`src/hdl/arxsk_pkg.sv`:
```
`default_nettype none
// ----------------------------------------------------------------------------
// arxsk_pkg
// Shared types, constants and helpers for the ARX subkey derivation block.
// ----------------------------------------------------------------------------
package arxsk_pkg;

  localparam int unsigned WORD_W      = 32;
  localparam int unsigned NUM_WORDS   = 16;
  localparam int unsigned KEY_W       = 64;
  localparam int unsigned SETS_PER_DR = 8;

  typedef logic [WORD_W-1:0] word_t;
  typedef logic [NUM_WORDS-1:0][WORD_W-1:0] state_t;
  typedef logic [3:0] widx_t;

  // Configuration register indexes
  typedef enum logic [1:0] {
    CFG_KEY_A = 2'd0,
    CFG_KEY_B = 2'd1,
    CFG_KEY_C = 2'd2,
    CFG_KEY_D = 2'd3
  } cfg_idx_t;

  // Fixed state words
  localparam word_t CONST_SIX      = 32'h746C6F76;
  localparam word_t CONST_SEVEN    = 32'h61616461;
  localparam word_t CONST_FOURTEEN = 32'h72626173;
  localparam word_t CONST_FIFTEEN  = 32'h61636E61;

  // Rotation amounts of the quarter-round
  localparam logic [4:0] ROT_FIRST  = 5'd10;
  localparam logic [4:0] ROT_SECOND = 5'd27;
  localparam logic [4:0] ROT_THIRD  = 5'd8;

  // Rotate left by a nonzero amount
  function automatic word_t rotl(input word_t v, input logic [4:0] n);
    word_t res;
    res = (v << n) | (v >> (6'd32 - {1'b0, n}));
    return res;
  endfunction

  // Word index of operand pos (a..e) of quarter-round set sel.
  // Sets 0-3 are columns, sets 4-7 diagonals.
  function automatic widx_t qr_idx(input logic [2:0] sel, input logic [2:0] pos);
    logic [19:0] row;
    widx_t       res;
    case (sel)
      3'd0:    row = {4'd0, 4'd4, 4'd8,  4'd12, 4'd3};
      3'd1:    row = {4'd1, 4'd5, 4'd9,  4'd13, 4'd0};
      3'd2:    row = {4'd2, 4'd6, 4'd10, 4'd14, 4'd1};
      3'd3:    row = {4'd3, 4'd7, 4'd11, 4'd15, 4'd2};
      3'd4:    row = {4'd0, 4'd5, 4'd10, 4'd15, 4'd3};
      3'd5:    row = {4'd1, 4'd6, 4'd11, 4'd12, 4'd0};
      3'd6:    row = {4'd2, 4'd7, 4'd8,  4'd13, 4'd1};
      3'd7:    row = {4'd3, 4'd4, 4'd9,  4'd14, 4'd2};
      default: row = '0;
    endcase
    case (pos)
      3'd0:    res = row[19:16];
      3'd1:    res = row[15:12];
      3'd2:    res = row[11:8];
      3'd3:    res = row[7:4];
      3'd4:    res = row[3:0];
      default: res = '0;
    endcase
    return res;
  endfunction

endpackage
`default_nettype wire

```
`src/hdl/arxsk_qr_cell.sv`:
```
`default_nettype none
// ----------------------------------------------------------------------------
// arxsk_qr_cell
// One five-operand ARX quarter-round over the full state, split into three
// registered phases of two dependent adds each.
// ----------------------------------------------------------------------------
module arxsk_qr_cell
  import arxsk_pkg::*;
#(
  parameter int unsigned SET_IDX = 0
) (
  input  wire          clk,
  input  wire          rst_n,
  input  wire          in_vld,
  input  wire state_t  in_st,
  output logic         out_vld,
  output state_t       out_st
);

  localparam logic [2:0] SEL = SET_IDX[2:0];
  localparam widx_t IA = qr_idx(SEL, 3'd0);
  localparam widx_t IB = qr_idx(SEL, 3'd1);
  localparam widx_t IC = qr_idx(SEL, 3'd2);
  localparam widx_t ID = qr_idx(SEL, 3'd3);
  localparam widx_t IE = qr_idx(SEL, 3'd4);

  logic   vld1_r, vld2_r, vld3_r;
  state_t st1_r, st2_r, st3_r;
  state_t st1_nxt, st2_nxt, st3_nxt;
  word_t  p1_d, p1_c, p2_a, p2_e, p3_c, p3_b;

  // Phase 1: d += e; c ^= d; b = rotl(b + c, 10)
  always_comb begin
    p1_d    = in_st[ID] + in_st[IE];
    p1_c    = in_st[IC] ^ p1_d;
    st1_nxt = in_st;
    st1_nxt[ID] = p1_d;
    st1_nxt[IC] = p1_c;
    st1_nxt[IB] = rotl(in_st[IB] + p1_c, ROT_FIRST);
  end

  // Phase 2: a += b; e ^= a; d = rotl(d + e, 27)
  always_comb begin
    p2_a    = st1_r[IA] + st1_r[IB];
    p2_e    = st1_r[IE] ^ p2_a;
    st2_nxt = st1_r;
    st2_nxt[IA] = p2_a;
    st2_nxt[IE] = p2_e;
    st2_nxt[ID] = rotl(st1_r[ID] + p2_e, ROT_SECOND);
  end

  // Phase 3: c += d; b ^= c; a = rotl(a + b, 8)
  always_comb begin
    p3_c    = st2_r[IC] + st2_r[ID];
    p3_b    = st2_r[IB] ^ p3_c;
    st3_nxt = st2_r;
    st3_nxt[IC] = p3_c;
    st3_nxt[IB] = p3_b;
    st3_nxt[IA] = rotl(st2_r[IA] + p3_b, ROT_THIRD);
  end

  // Valid bits
  always_ff @(posedge clk) begin
    if (!rst_n) begin
      vld1_r <= 1'b0;
      vld2_r <= 1'b0;
      vld3_r <= 1'b0;
    end else begin
      vld1_r <= in_vld;
      vld2_r <= vld1_r;
      vld3_r <= vld2_r;
    end
  end

  // State registers
  always_ff @(posedge clk) begin
    st1_r <= st1_nxt;
    st2_r <= st2_nxt;
    st3_r <= st3_nxt;
  end

  assign out_vld = vld3_r;
  assign out_st  = st3_r;

endmodule
`default_nettype wire
```
`config.mk`:
```
export PLATFORM = sky130hd
export DESIGN_NAME = arxsk_qr_cell
export DESIGN_NICKNAME = d
export VERILOG_FILES = /design/src/hdl/arxsk_pkg.sv /design/src/hdl/arxsk_qr_cell.sv
export SDC_FILE = /design/constraint.sdc
export NUM_CORES = 1
export LEC_CHECK = 0
export BUFFER_PORTS_ARGS = -buffer_cell sky130_fd_sc_hd__buf_2
export CAP_MARGIN = 20
export CORE_AREA = 3 3 399 401
export DETAILED_ROUTE_END_ITERATION = 12
export DIE_AREA = 0 0 402 404
export GPL_ROUTABILITY_DRIVEN = 0
export SLEW_MARGIN = 20
export SYNTH_ARGS = -nofsm -noshare
export SYNTH_HDL_FRONTEND = slang
export SYNTH_SLANG_ARGS = --single-unit
```
`constraint.sdc`:
```
create_clock -name clk -period 11.3 [get_ports clk]
set_input_delay 2.26 -clock clk [delete_from_list [all_inputs] [get_ports clk]]
set_output_delay 2.26 -clock clk [all_outputs]
set_load 0.05 [all_outputs]
```
; Word-level counts from Yosys, hierarchy flattened
; Index checks and enable logic that the tools add are counted.
[totals]
register_bits = 1539
latchBits = 0
ram_bits = 0
mem_bits_ro = 0
in_bits = 515
out_inout_bits = 513
elab_cells = 63
memories = 0
[classes]
addsub = 6
mul = 0
div_mod_pow = 0
order_cmp = 0
eq_ne = 0
n_shift = 0
n_mux = 0
bitwise_logic = 6
reduce_logical = 0
[ops]
columns = cell, count
row1 = adder 32 bit, 6
row2 = XOR 32 bit, 3
row3 = OR 32 x 10 -> 32 bit, 1
row4 = OR 32 x 27 -> 32 bit, 1
row5 = OR 32 x 8 -> 32 bit, 1

; Longest topological paths before layout
; Gate-level depths: netlist of the first run.
[logic_depth]
word_depth = 4
ltp_mapped = 23
mapped_depth_nobuf = 22

; Worst setup path before layout of the first run
; No wires, ideal clock.
[synth_path]
path_type = input-to-reg
startpoint = input in_st[96] in the netlist's numbering
endpoint = register st1_r[137] in the netlist's numbering
setup_ns = 0.131
arrival_time_ns = 6.316
t_required_ns = 11.169
slack_ns = 4.853
path_stages = 20
path_buffers = 0
cell_sequence = ha_1 fa_1 a21o_1 a21oi_1 o21a_1 o211a_1 o21ai_1 a311oi_1 xnor2_1 xor2_1 ha_1 a21o_1 a21o_1 a21oi_1 o21ai_0 a31o_2 a31oi_1 a31oi_1 xnor3_1 xor2_1
[synth_lines]
columns = item, line
row1 = start: declaration, arxsk_qr_cell.sv:15  ; input wire state_t in_st,
row2 = end signal: assignment, arxsk_qr_cell.sv:77  ; st1_r <= st1_nxt;
row3 = end: declaration, arxsk_qr_cell.sv:28  ; state_t st1_r, st2_r, st3_r;

==> results of run 1 <==
==> worst max path at each step <==
stage                  startpoint                  to  slack [ns]  cells after the start
6_report                in_st[96]  st1_r[137]$_DFF_P_        4.62                     21
5_1_grt        st1_r[128]$_DFF_P_  st2_r[410]$_DFF_P_        4.48                     21
4_1_cts                 in_st[96]  st1_r[137]$_DFF_P_        4.75                     21
3_5_place_dp            in_st[96]  st1_r[137]$_DFF_P_        3.91                     21
3_3_place_gp            in_st[96]  st1_r[137]$_DFF_P_        3.99                     21
2_1_floorplan           in_st[96]  st1_r[137]$_DFF_P_        4.85                     20
==> cells by family after synthesis <==
| group | synth area share, % |
|---|---|
| flops | 74.7 |
| simple gates | 4.08 |
| fa+ha+maj | 6.15 |
| compound gates | 8.51 |
| mux | 0.0243 |
| buf+inv | 0.531 |
| xor+xnor | 5.98 |
==> metal layers <==
metal / up-vias / routed length [um]
met3: 301 / 12300
met1: 12283 / 58600
met2: 1118 / 67900
met5: - / 194
met4: 26 / 3780
li1: 12384 / -
==> where the power goes <==
group,leakage (nW),total [W],switching [W],internal [W]
sequential,13.0,0.00695,0.000452,0.00650
combinational,9.06,0.00905,0.00611,0.00295
clock,2.66,0.00532,0.00221,0.00311
total,24.7,0.0213,0.00877,0.0126
==> stage by stage <==
stage | instances | hold slack [ns] | power, W | setup WS (ns) | cell area, um^2
floorplan | 2940 | 0.310 | 0.0131 | 4.85 | 41200
global placement | 6006 | 0.310 | 0.0160 | 3.99 | 48900
detailed placement | 6006 | 0.312 | 0.0161 | 3.91 | 48900
CTS | 6292 | 0.278 | 0.0215 | 4.75 | 54300
global route | 6299 | 0.285 | 0.0225 | 4.48 | 54400
finish | 6304 | 0.292 | 0.0213 | 4.62 | 54400
==> synth_stat cells (19+ instances only) <==
library cell  number
nand2_1           83
o21ai_0           78
nor2_1           103
clkbuf_1          19
xor2_1           152
ha_1             193
a21oi_1          152
nand3_1           26
a21o_1            97
nor2b_1           20
inv_1             38
o21a_1            33
nor3_1            23
xnor2_1          114
dfxtp_1         1539
==> registers in the layout (all words and copies together) (netlist names) <==
| name | cells |
|---|---|
| vld1_r | 1 |
| out_st | 512 |
| out_vld | 1 |
| st2_r | 512 |
| vld2_r | 1 |
| st1_r | 512 |
==> worst register-to-register path, stage by stage, from the launching register on <==
cell and delay, ns:
dfxtp_1 0.42, ha_1 0.28, fa_1 0.41, a21o_1 0.19, a21o_1 0.21, a21oi_1 0.29
o31ai_1 0.18, a221o_1 0.39, a2111oi_0 0.51, nor3_1 0.15, xor2_1 0.55, xor2_1 0.38
ha_1 0.29, a21oi_1 0.25, o21ai_0 0.16, nand3_1 0.11, a21oi_1 0.09, or3_1 0.33
a211oi_1 0.38, nor2_1 0.18, a311oi_1 0.36, xor2_1 0.17
==> cell type report <==
type,instances,area share (%)
Sequential cell,1539,56.7
Multi-Input combinational cell,1343,18.8
Tap cell,2058,4.74
Clock buffer,213,8.15
Timing Repair Buffer,1028,9.47
Antenna cell,12,0.0552
Clock inverter,73,1.89
Inverter,38,0.262
==> flow_summary.json, run 1 <==
{
  "ys_ff_latch": 1539,
  "hold_depth": 0,
  "numCtsBuffers": 157,
  "rr_worst_depth": 21,
  "finalSetupTns_ns": 0,
  "use_met1_pct": 20.2,
  "ctsResizeCount": 0,
  "met3_usage_pct": 6.09,
  "fmax_mhz": 150,
  "max_stage_delay_ns": 0.42,
  "path_common_cell": "a21o_1",
  "grt_pass1_vias": 26001,
  "finalCritPeriodShare_pct": 59.1,
  "synth_top_area_share_pct": 74.7,
  "ios": 1028,
  "finalCriticalPeriod_ns": 6.68,
  "rsz0062_at_grt": "false",
  "r2r_end": "st2_r[410]$_DFF_P_",
  "setup_violations": 0,
  "synth_area_um2": 41200,
  "syn_to_final_growth_pct": 31.9,
  "syn_inst": 2940,
  "min_to": "out_st[311]$_DFF_P_",
  "async_reset_ff_share_pct": 0,
  "postSynthAreaPerCell_um2": 14.0,
  "synthFlopType": "dfxtp_1",
  "crit_arrival_ns": 7.31,
  "multi_input_area_um2": 10200,
  "dr_total_vias": 26112,
  "place.detailed.hpwl_um": 119000,
  "drt_first_pass_iters": 7,
  "drc": 0,
  "grt_pass1_wl_um": 193000,
  "cts_sinks": 1539,
  "critPathLaunchType": "primary input",
  "r2r_slack_ns": 4.93,
  "finalHoldViolCount": 0,
  "grt_max_degree": 17,
  "most-common-layout-cells": "dfxtp_1 (1539), buf_2 (1027), ha_1 (193)",
  "tritoncts": "yes",
  "routed_wl_um": 143000,
  "fin_util_pct": 34.8,
  "critPathRequiredTime_ns": 11.93,
  "die_w_um": 402,
  "nets": 4821,
  "synth.distinct_cells": 73,
  "ys_warn_count": 0,
  "slowest_stage": "fa_1",
  "path_max_fanout": 5,
  "gr-total-overflow": 0,
  "drt-initial-drc-count": 1894,
  "outcome": "finished clean",
  "final_common_cell": "dfxtp_1",
  "yosysTopAreaCell": "dfxtp_1",
  "slew_headroom_pct": 35.8,
  "numPortBuffers": 1027,
  "clk_latency_ns": 0.78,
  "fin_skew_ns": 0.0636,
  "tightest_slew_ns": 0.938,
  "cp_top_family": "compound AO/OA/AOI/OAI gates",
  "syn_nets": 3654,
  "initial_utilization_pct": 26.4,
  "die_h_um": 404,
  "die-area_um2": 162000,
  "track_usage_pct": 16.9,
  "crit_path_end_kind": "register",
  "clkTransAtPathRegs_ns": 0.06,
  "antenna_found_initial": 68,
  "cts_buffer_depth": 3,
  "ctsHtreeMaxLevel": 4,
  "fillers": 15347,
  "irDropWorstVdd_v": 0.000184,
  "core-area_um2": 156000,
  "wl_per_cell_um": 22.6,
  "critPathBufInv": 1,
  "top_usage_layer": "met2",
  "viasPerCell": 4.14,
  "use_met2_pct": 28.5,
  "synth_sequential_area_ratio_pct": 74.7,
  "cts.hold.buffers_added": 0,
  "seq_area_um2": 30800,
  "hold_path.class": "reg2reg",
  "slew_viol_final": 0,
  "path_class": "in2reg",
  "r2r-start": "st1_r[128]$_DFF_P_",
  "cts_setup_buffers": 0,
  "rows": 145,
  "cts.root.buffer_cell": "clkbuf_16",
  "crit_chain": "buf_2 > ha_1 > fa_1 > a21o_1 > a21oi_1 > o21a_1 > o211a_1 > o21ai_1 > a311oi_1 > xnor2_1 > xor2_1 > ha_1 > a21o_1 > a21o_1 > a21oi_1 > o21ai_0 > a31o_2 > a31oi_1 > a31oi_1 > xnor3_1 > xor2_1",
  "drive_gt1_share_pct": 31.1,
  "synth_area_leaders": "dfxtp_1 (75%), ha_1 (5.9%), xor2_1 (3.2%), xnor2_1 (2.4%), a21oi_1 (1.8%)",
  "power_density_nw_per_um2": 392,
  "min_from": "st2_r[311]$_DFF_P_",
  "synth_edf_count": 0,
  "drtAntennaViolNets": 0,
  "maxCapViolCount": 0,
  "leakagePower_nw": 24.7
}
(Power assumes the default switching activity.)
==> run 2, diff against run 1 <==
==> constraint.sdc (replaced) <==
create_clock -name clk -period 6.8 [get_ports clk]
set_input_delay 1.36 -clock clk [delete_from_list [all_inputs] [get_ports clk]]
set_output_delay 1.36 -clock clk [all_outputs]
set_load 0.05 [all_outputs]
==> flow_summary.json, run 2 (same netlist as run 1, synthesis figures left out) <==
{
  "outcome": "finished clean",
  "grt_pass1_vias": 25623,
  "tritoncts": "yes",
  "viasPerCell": 4.09,
  "numPortBuffers": 1027,
  "dr_total_vias": 25874,
  "critPathLaunchType": "register",
  "drt-initial-drc-count": 1653,
  "critPathRequiredTime_ns": 7.42,
  "path_max_fanout": 8,
  "finalHoldViolCount": 0,
  "syn_to_final_growth_pct": 31.9,
  "crit_path_end_kind": "register",
  "clk_latency_ns": 0.77,
  "clkTransAtPathRegs_ns": 0.06,
  "finalSetupTns_ns": 0,
  "numPlacedInstances": 6017,
  "fmax_mhz": 167,
  "max_stage_delay_ns": 0.67,
  "setup_violations": 0,
  "leakagePower_nw": 24.7,
  "cts_buffer_depth": 3,
  "ctsHtreeMaxLevel": 4,
  "cts.hold.buffers_added": 0,
  "path_class": "reg2reg",
  "nets": 4834,
  "die_w_um": 402,
  "drtAntennaViolNets": 0,
  "slew_viol_final": 0,
  "rows": 145,
  "grt_pass1_wl_um": 190000,
  "fin_cells": 6328,
  "tightest_slew_ns": 0.866,
  "wl_per_cell_um": 22.4,
  "die-area_um2": 162000,
  "fin_skew_ns": 0.0354,
  "finalCritPeriodShare_pct": 87.8,
  "drt_first_pass_iters": 5,
  "multi_input_area_um2": 10200,
  "die_h_um": 404,
  "maxCapViolCount": 0,
  "irDropWorstVdd_v": 0.000293,
  "ios": 1028,
  "slowest_stage": "xnor2_1",
  "drive_gt1_share_pct": 31.2,
  "finalCriticalPeriod_ns": 5.97,
  "place.detailed.hpwl_um": 118000,
  "cp_top_family": "compound AO/OA/AOI/OAI gates",
  "fillers": 15265,
  "fin_util_pct": 34.9,
  "hold_path.class": "reg2reg",
  "ctsResizeCount": 0,
  "whs_ns": 0.298,
  "crit_arrival_ns": 6.59,
  "slew_headroom_pct": 40.8,
  "core-area_um2": 156000,
  "cts_sinks": 1539,
  "cts_setup_buffers": 0,
  "antenna_found_initial": 68,
  "final_common_cell": "dfxtp_1",
  "routed_wl_um": 142000,
  "crit_chain": "ha_1 > a21o_1 > a21oi_1 > o211a_1 > o41ai_4 > o21a_1 > a21oi_1 > xnor2_1 > xor2_1 > ha_1 > nand3_1 > nor3_1 > nand3_1 > nor4_1 > buf_4 > nor3b_1 > o311ai_1 > o31ai_1 > mux2i_1 > nand2_1",
  "critPathBufInv": 1,
  "r2r_slack_ns": 0.83,
  "power_density_nw_per_um2": 649,
  "crit_start": "st2_r[385]$_DFF_P_",
  "r2r-start": "st2_r[385]$_DFF_P_",
  "cts.root.buffer_cell": "clkbuf_16",
  "initial_utilization_pct": 26.4,
  "drc": 0,
  "most-common-layout-cells": "dfxtp_1 (1539), buf_2 (1027), ha_1 (193)",
  "rsz0062_at_grt": "false",
  "grt_max_degree": 17,
  "seq_area_um2": 30800,
  "gr-total-overflow": 0,
  "track_usage_pct": 16.8,
  "numCtsBuffers": 159,
  "min_from": "st1_r[232]$_DFF_P_"
}
-- run 2: cell count changes in the layout (fill, tap and decap cells not counted), moves of 3 or more --
| cell | before | now |
|---|---|---|
| diode_2 | 12 | 19 |
| clkbuf_16 | 157 | 161 |
| clkinvlp_4 | 7 | 12 |
| inv_16 | 1 | 4 |
| clkbuf_1 | 27 | 33 |
| bufinv_16 | 14 | 9 |
| buf_4 | 1 | 12 |
| clkinv_16 | 7 | 4 |
-- run 2: metrics by stage --
stage / power (W) / setup slack [ns] / area [um^2]
after floorplan: 0.0217 / 1.25 / 41200
after global placement: 0.0266 / 0.351 / 49000
after detailed placement: 0.0267 / 0.337 / 49000
after CTS: 0.0356 / 0.906 / 54400
after global routing: 0.0373 / 0.516 / 54400
final: 0.0353 / 0.829 / 54400
-- run 2: worst register-to-register path, cell delays in order, from the launching register on --
cell	delay [ns]
dfxtp_1	0.34
ha_1	0.28
a21o_1	0.10
a21oi_1	0.12
o211a_1	0.29
o41ai_4	0.51
o21a_1	0.24
a21oi_1	0.08
xnor2_1	0.67
xor2_1	0.31
ha_1	0.54
nand3_1	0.17
nor3_1	0.61
nand3_1	0.14
nor4_1	0.31
buf_4	0.21
nor3b_1	0.08
o311ai_1	0.45
o31ai_1	0.17
mux2i_1	0.17
nand2_1	0.07
-- run 2: power breakdown --
| part | internal [W] | switching [W] |
|---|---|---|
| registers | 0.0108 | 0.000742 |
| logic | 0.00497 | 0.0101 |
| clock network | 0.00508 | 0.00365 |
| total | 0.0208 | 0.0145 |
-- run 2: layout make-up --
cell class | count | share of cell area [%]
Sequential cell | 1539 | 56.6
Clock inverter | 70 | 1.57
Timing Repair Buffer | 1039 | 9.61
Clock buffer | 222 | 8.34
Inverter | 38 | 0.262
Antenna cell | 19 | 0.0874
Tap cell | 2058 | 4.73
Multi-Input combinational cell | 1343 | 18.8
-- run 2: final timing paths --
check,to,cells after the start
worst max register to register,out_st[6]$_DFF_P_,20
worst min-delay path,st2_r[232]$_DFF_P_,0
worst min register to register,st2_r[232]$_DFF_P_,0
worst max-delay path,out_st[6]$_DFF_P_,20
-- run 2: per-layer routing --
metal / vias up / share of wire (%) / track usage, %
met3: 269 / 9.4 / 6.53
li1: 12426 / - / -
met5: - / 0.11 / 0
met2: 1048 / 47 / 27.5
met1: 12109 / 40 / 19.7
met4: 22 / 3.3 / 6.30
==> run 3, diff against run 2 <==
--- a/config.mk
+++ b/config.mk
@@ -5,11 +5,11 @@
 export SDC_FILE = /design/constraint.sdc
 export NUM_CORES = 1
 export LEC_CHECK = 0
-export BUFFER_PORTS_ARGS = -buffer_cell sky130_fd_sc_hd__buf_2
 export CAP_MARGIN = 20
 export CORE_AREA = 3 3 399 401
 export DETAILED_ROUTE_END_ITERATION = 12
 export DIE_AREA = 0 0 402 404
+export DONT_BUFFER_PORTS = 1
 export GPL_ROUTABILITY_DRIVEN = 0
 export SLEW_MARGIN = 20
 export SYNTH_ARGS = -nofsm -noshare
==> flow_summary.json, run 3 (same netlist as run 1, synthesis figures left out) <==
{
  "numCtsBuffers": 155,
  "die-area_um2": 162000,
  "gr-total-overflow": 0,
  "antenna_found_initial": 95,
  "core-area_um2": 156000,
  "crit_arrival_ns": 6.43,
  "drt_first_pass_iters": 6,
  "ctsHtreeMaxLevel": 4,
  "rows": 145,
  "clkTransAtPathRegs_ns": 0.06,
  "ios": 1028,
  "finalCriticalPeriod_ns": 5.77,
  "min_to": "st2_r[163]$_DFF_P_",
  "viasPerCell": 4.17,
  "crit_path_end_kind": "register",
  "fin_skew_ns": 0.0501,
  "critPathBufInv": 0,
  "die_h_um": 404,
  "seq_area_um2": 30800,
  "final_common_cell": "dfxtp_1",
  "cts.hold.buffers_added": 0,
  "r2r_end": "st2_r[408]$_DFF_P_",
  "numPlacedInstances": 4988,
  "dr_total_vias": 22070,
  "clk_latency_ns": 0.79,
  "routed_wl_um": 138000,
  "multi_input_area_um2": 10200,
  "setup_violations": 0,
  "layout_setup_ws_ns": 1.03,
  "ctsResizeCount": 0,
  "track_usage_pct": 16.2,
  "fillers": 15338,
  "grt_pass1_wl_um": 181000,
  "finalHoldViolCount": 0,
  "slew_viol_final": 0,
  "finalCritPeriodShare_pct": 84.8,
  "drt-initial-drc-count": 1661,
  "wl_met1_um": 53500,
  "fmax_mhz": 173,
  "cp_top_family": "compound AO/OA/AOI/OAI gates",
  "nets": 3801,
  "critPathRequiredTime_ns": 7.46,
  "crit_chain": "ha_1 > fa_1 > a21o_1 > a21o_1 > a21oi_1 > o31ai_1 > a221o_1 > a2111oi_0 > nor3_1 > xor2_1 > xor2_1 > ha_1 > nand2_1 > or3_2 > o22a_1 > a311o_1 > a211o_1 > a211o_1",
  "cts_buffer_depth": 3,
  "r2r-start": "st1_r[0]$_DFF_P_",
  "die_w_um": 402,
  "outcome": "finished clean",
  "slowest_stage": "a2111oi_0",
  "fin_cells": 5298,
  "whs_ns": 0.278,
  "wl_per_cell_um": 26.1,
  "hold_depth": 0,
  "cts_sinks": 1539,
  "rsz0062_at_grt": "false",
  "rr_worst_depth": 18,
  "finalSetupTns_ns": 0,
  "tritoncts": "yes",
  "syn_to_final_growth_pct": 20.0,
  "cts.root.buffer_cell": "clkbuf_16",
  "most-common-layout-cells": "dfxtp_1 (1539), ha_1 (193), clkbuf_16 (156)",
  "path_class": "reg2reg",
  "grt_pass1_vias": 21645,
  "hold_path.class": "reg2reg",
  "max_stage_delay_ns": 0.54,
  "numPortBuffers": 0,
  "tightest_slew_ns": 1.00,
  "cts_setup_buffers": 0,
  "r2r_slack_ns": 1.03,
  "maxCapViolCount": 0,
  "drive_gt1_share_pct": 9.33,
  "critPathLaunchType": "register",
  "initial_utilization_pct": 26.4,
  "pre_cts_ws_ns": 0.366,
  "met2WireLength_um": 64400,
  "grt_max_degree": 17,
  "drc": 0,
  "drtAntennaViolNets": 0,
  "met3_length_um": 15100,
  "place.detailed.hpwl_um": 115000,
  "highest-signal-layer": "met5",
  "slew_headroom_pct": 33.2,
  "path_max_fanout": 5,
  "min_from": "st1_r[163]$_DFF_P_"
}
[run 3: cell count changes in the layout (fill, tap and decap cells not counted), sizes merged]
cell,delta
buf,-1029
clkbuf,-11
bufinv,+9
diode,+7
clkinv,-3
inv,-3
[run 3: metal layers]
metal | global-route usage, % | vias up
li1 | - | 10340
met1 | 18.0 | 10393
met2 | 26.7 | 1010
met3 | 8.19 | 305
met4 | 6.08 | 22
met5 | 0 | -
[run 3: how the worst max path moves through the flow]
stage | cells past startpoint | from | end | slack [ns]
after floorplan | 20 | in_st[96] | st1_r[137]$_DFF_P_ | 1.25
after global placement | 20 | in_st[96] | st1_r[137]$_DFF_P_ | 0.40
after detailed placement | 20 | in_st[96] | st1_r[137]$_DFF_P_ | 0.37
after CTS | 18 | st1_r[0]$_DFF_P_ | st2_r[408]$_DFF_P_ | 1.11
after global routing | 21 | st1_r[0]$_DFF_P_ | st2_r[410]$_DFF_P_ | 0.79
final | 18 | st1_r[0]$_DFF_P_ | st2_r[408]$_DFF_P_ | 1.03
[run 3: worst reg2reg max path: stages, from the launching register on]
cell and delay, ns:
dfxtp_1 0.30, ha_1 0.22, fa_1 0.43, a21o_1 0.20, a21o_1 0.21, a21oi_1 0.22
o31ai_1 0.16, a221o_1 0.40, a2111oi_0 0.54, nor3_1 0.15, xor2_1 0.44, xor2_1 0.20
ha_1 0.42, nand2_1 0.11, or3_2 0.47, o22a_1 0.21, a311o_1 0.41, a211o_1 0.29
a211o_1 0.29
[run 3: through the flow]
step	instance area (um^2)	utilization [%]
floorplan	41200	-
global placement	43800	28.1
detailed placement	43800	28.1
CTS	49400	31.7
global route	49400	31.7
finish	49500	31.7
[run 3: layout make-up]
cell class | instances | area share (%)
timing repair buffer | 10 | 0.152
antenna | 26 | 0.132
multi-input combinational | 1343 | 20.6
tap | 2058 | 5.21
clock buffer | 211 | 8.96
sequential | 1539 | 62.3
clock inverter | 73 | 2.34
inverter | 38 | 0.288
Power of run 3 is left out: the tool's default activity adds up to more than one toggle a clock period on the data nets, which glitch-free logic cannot reach.
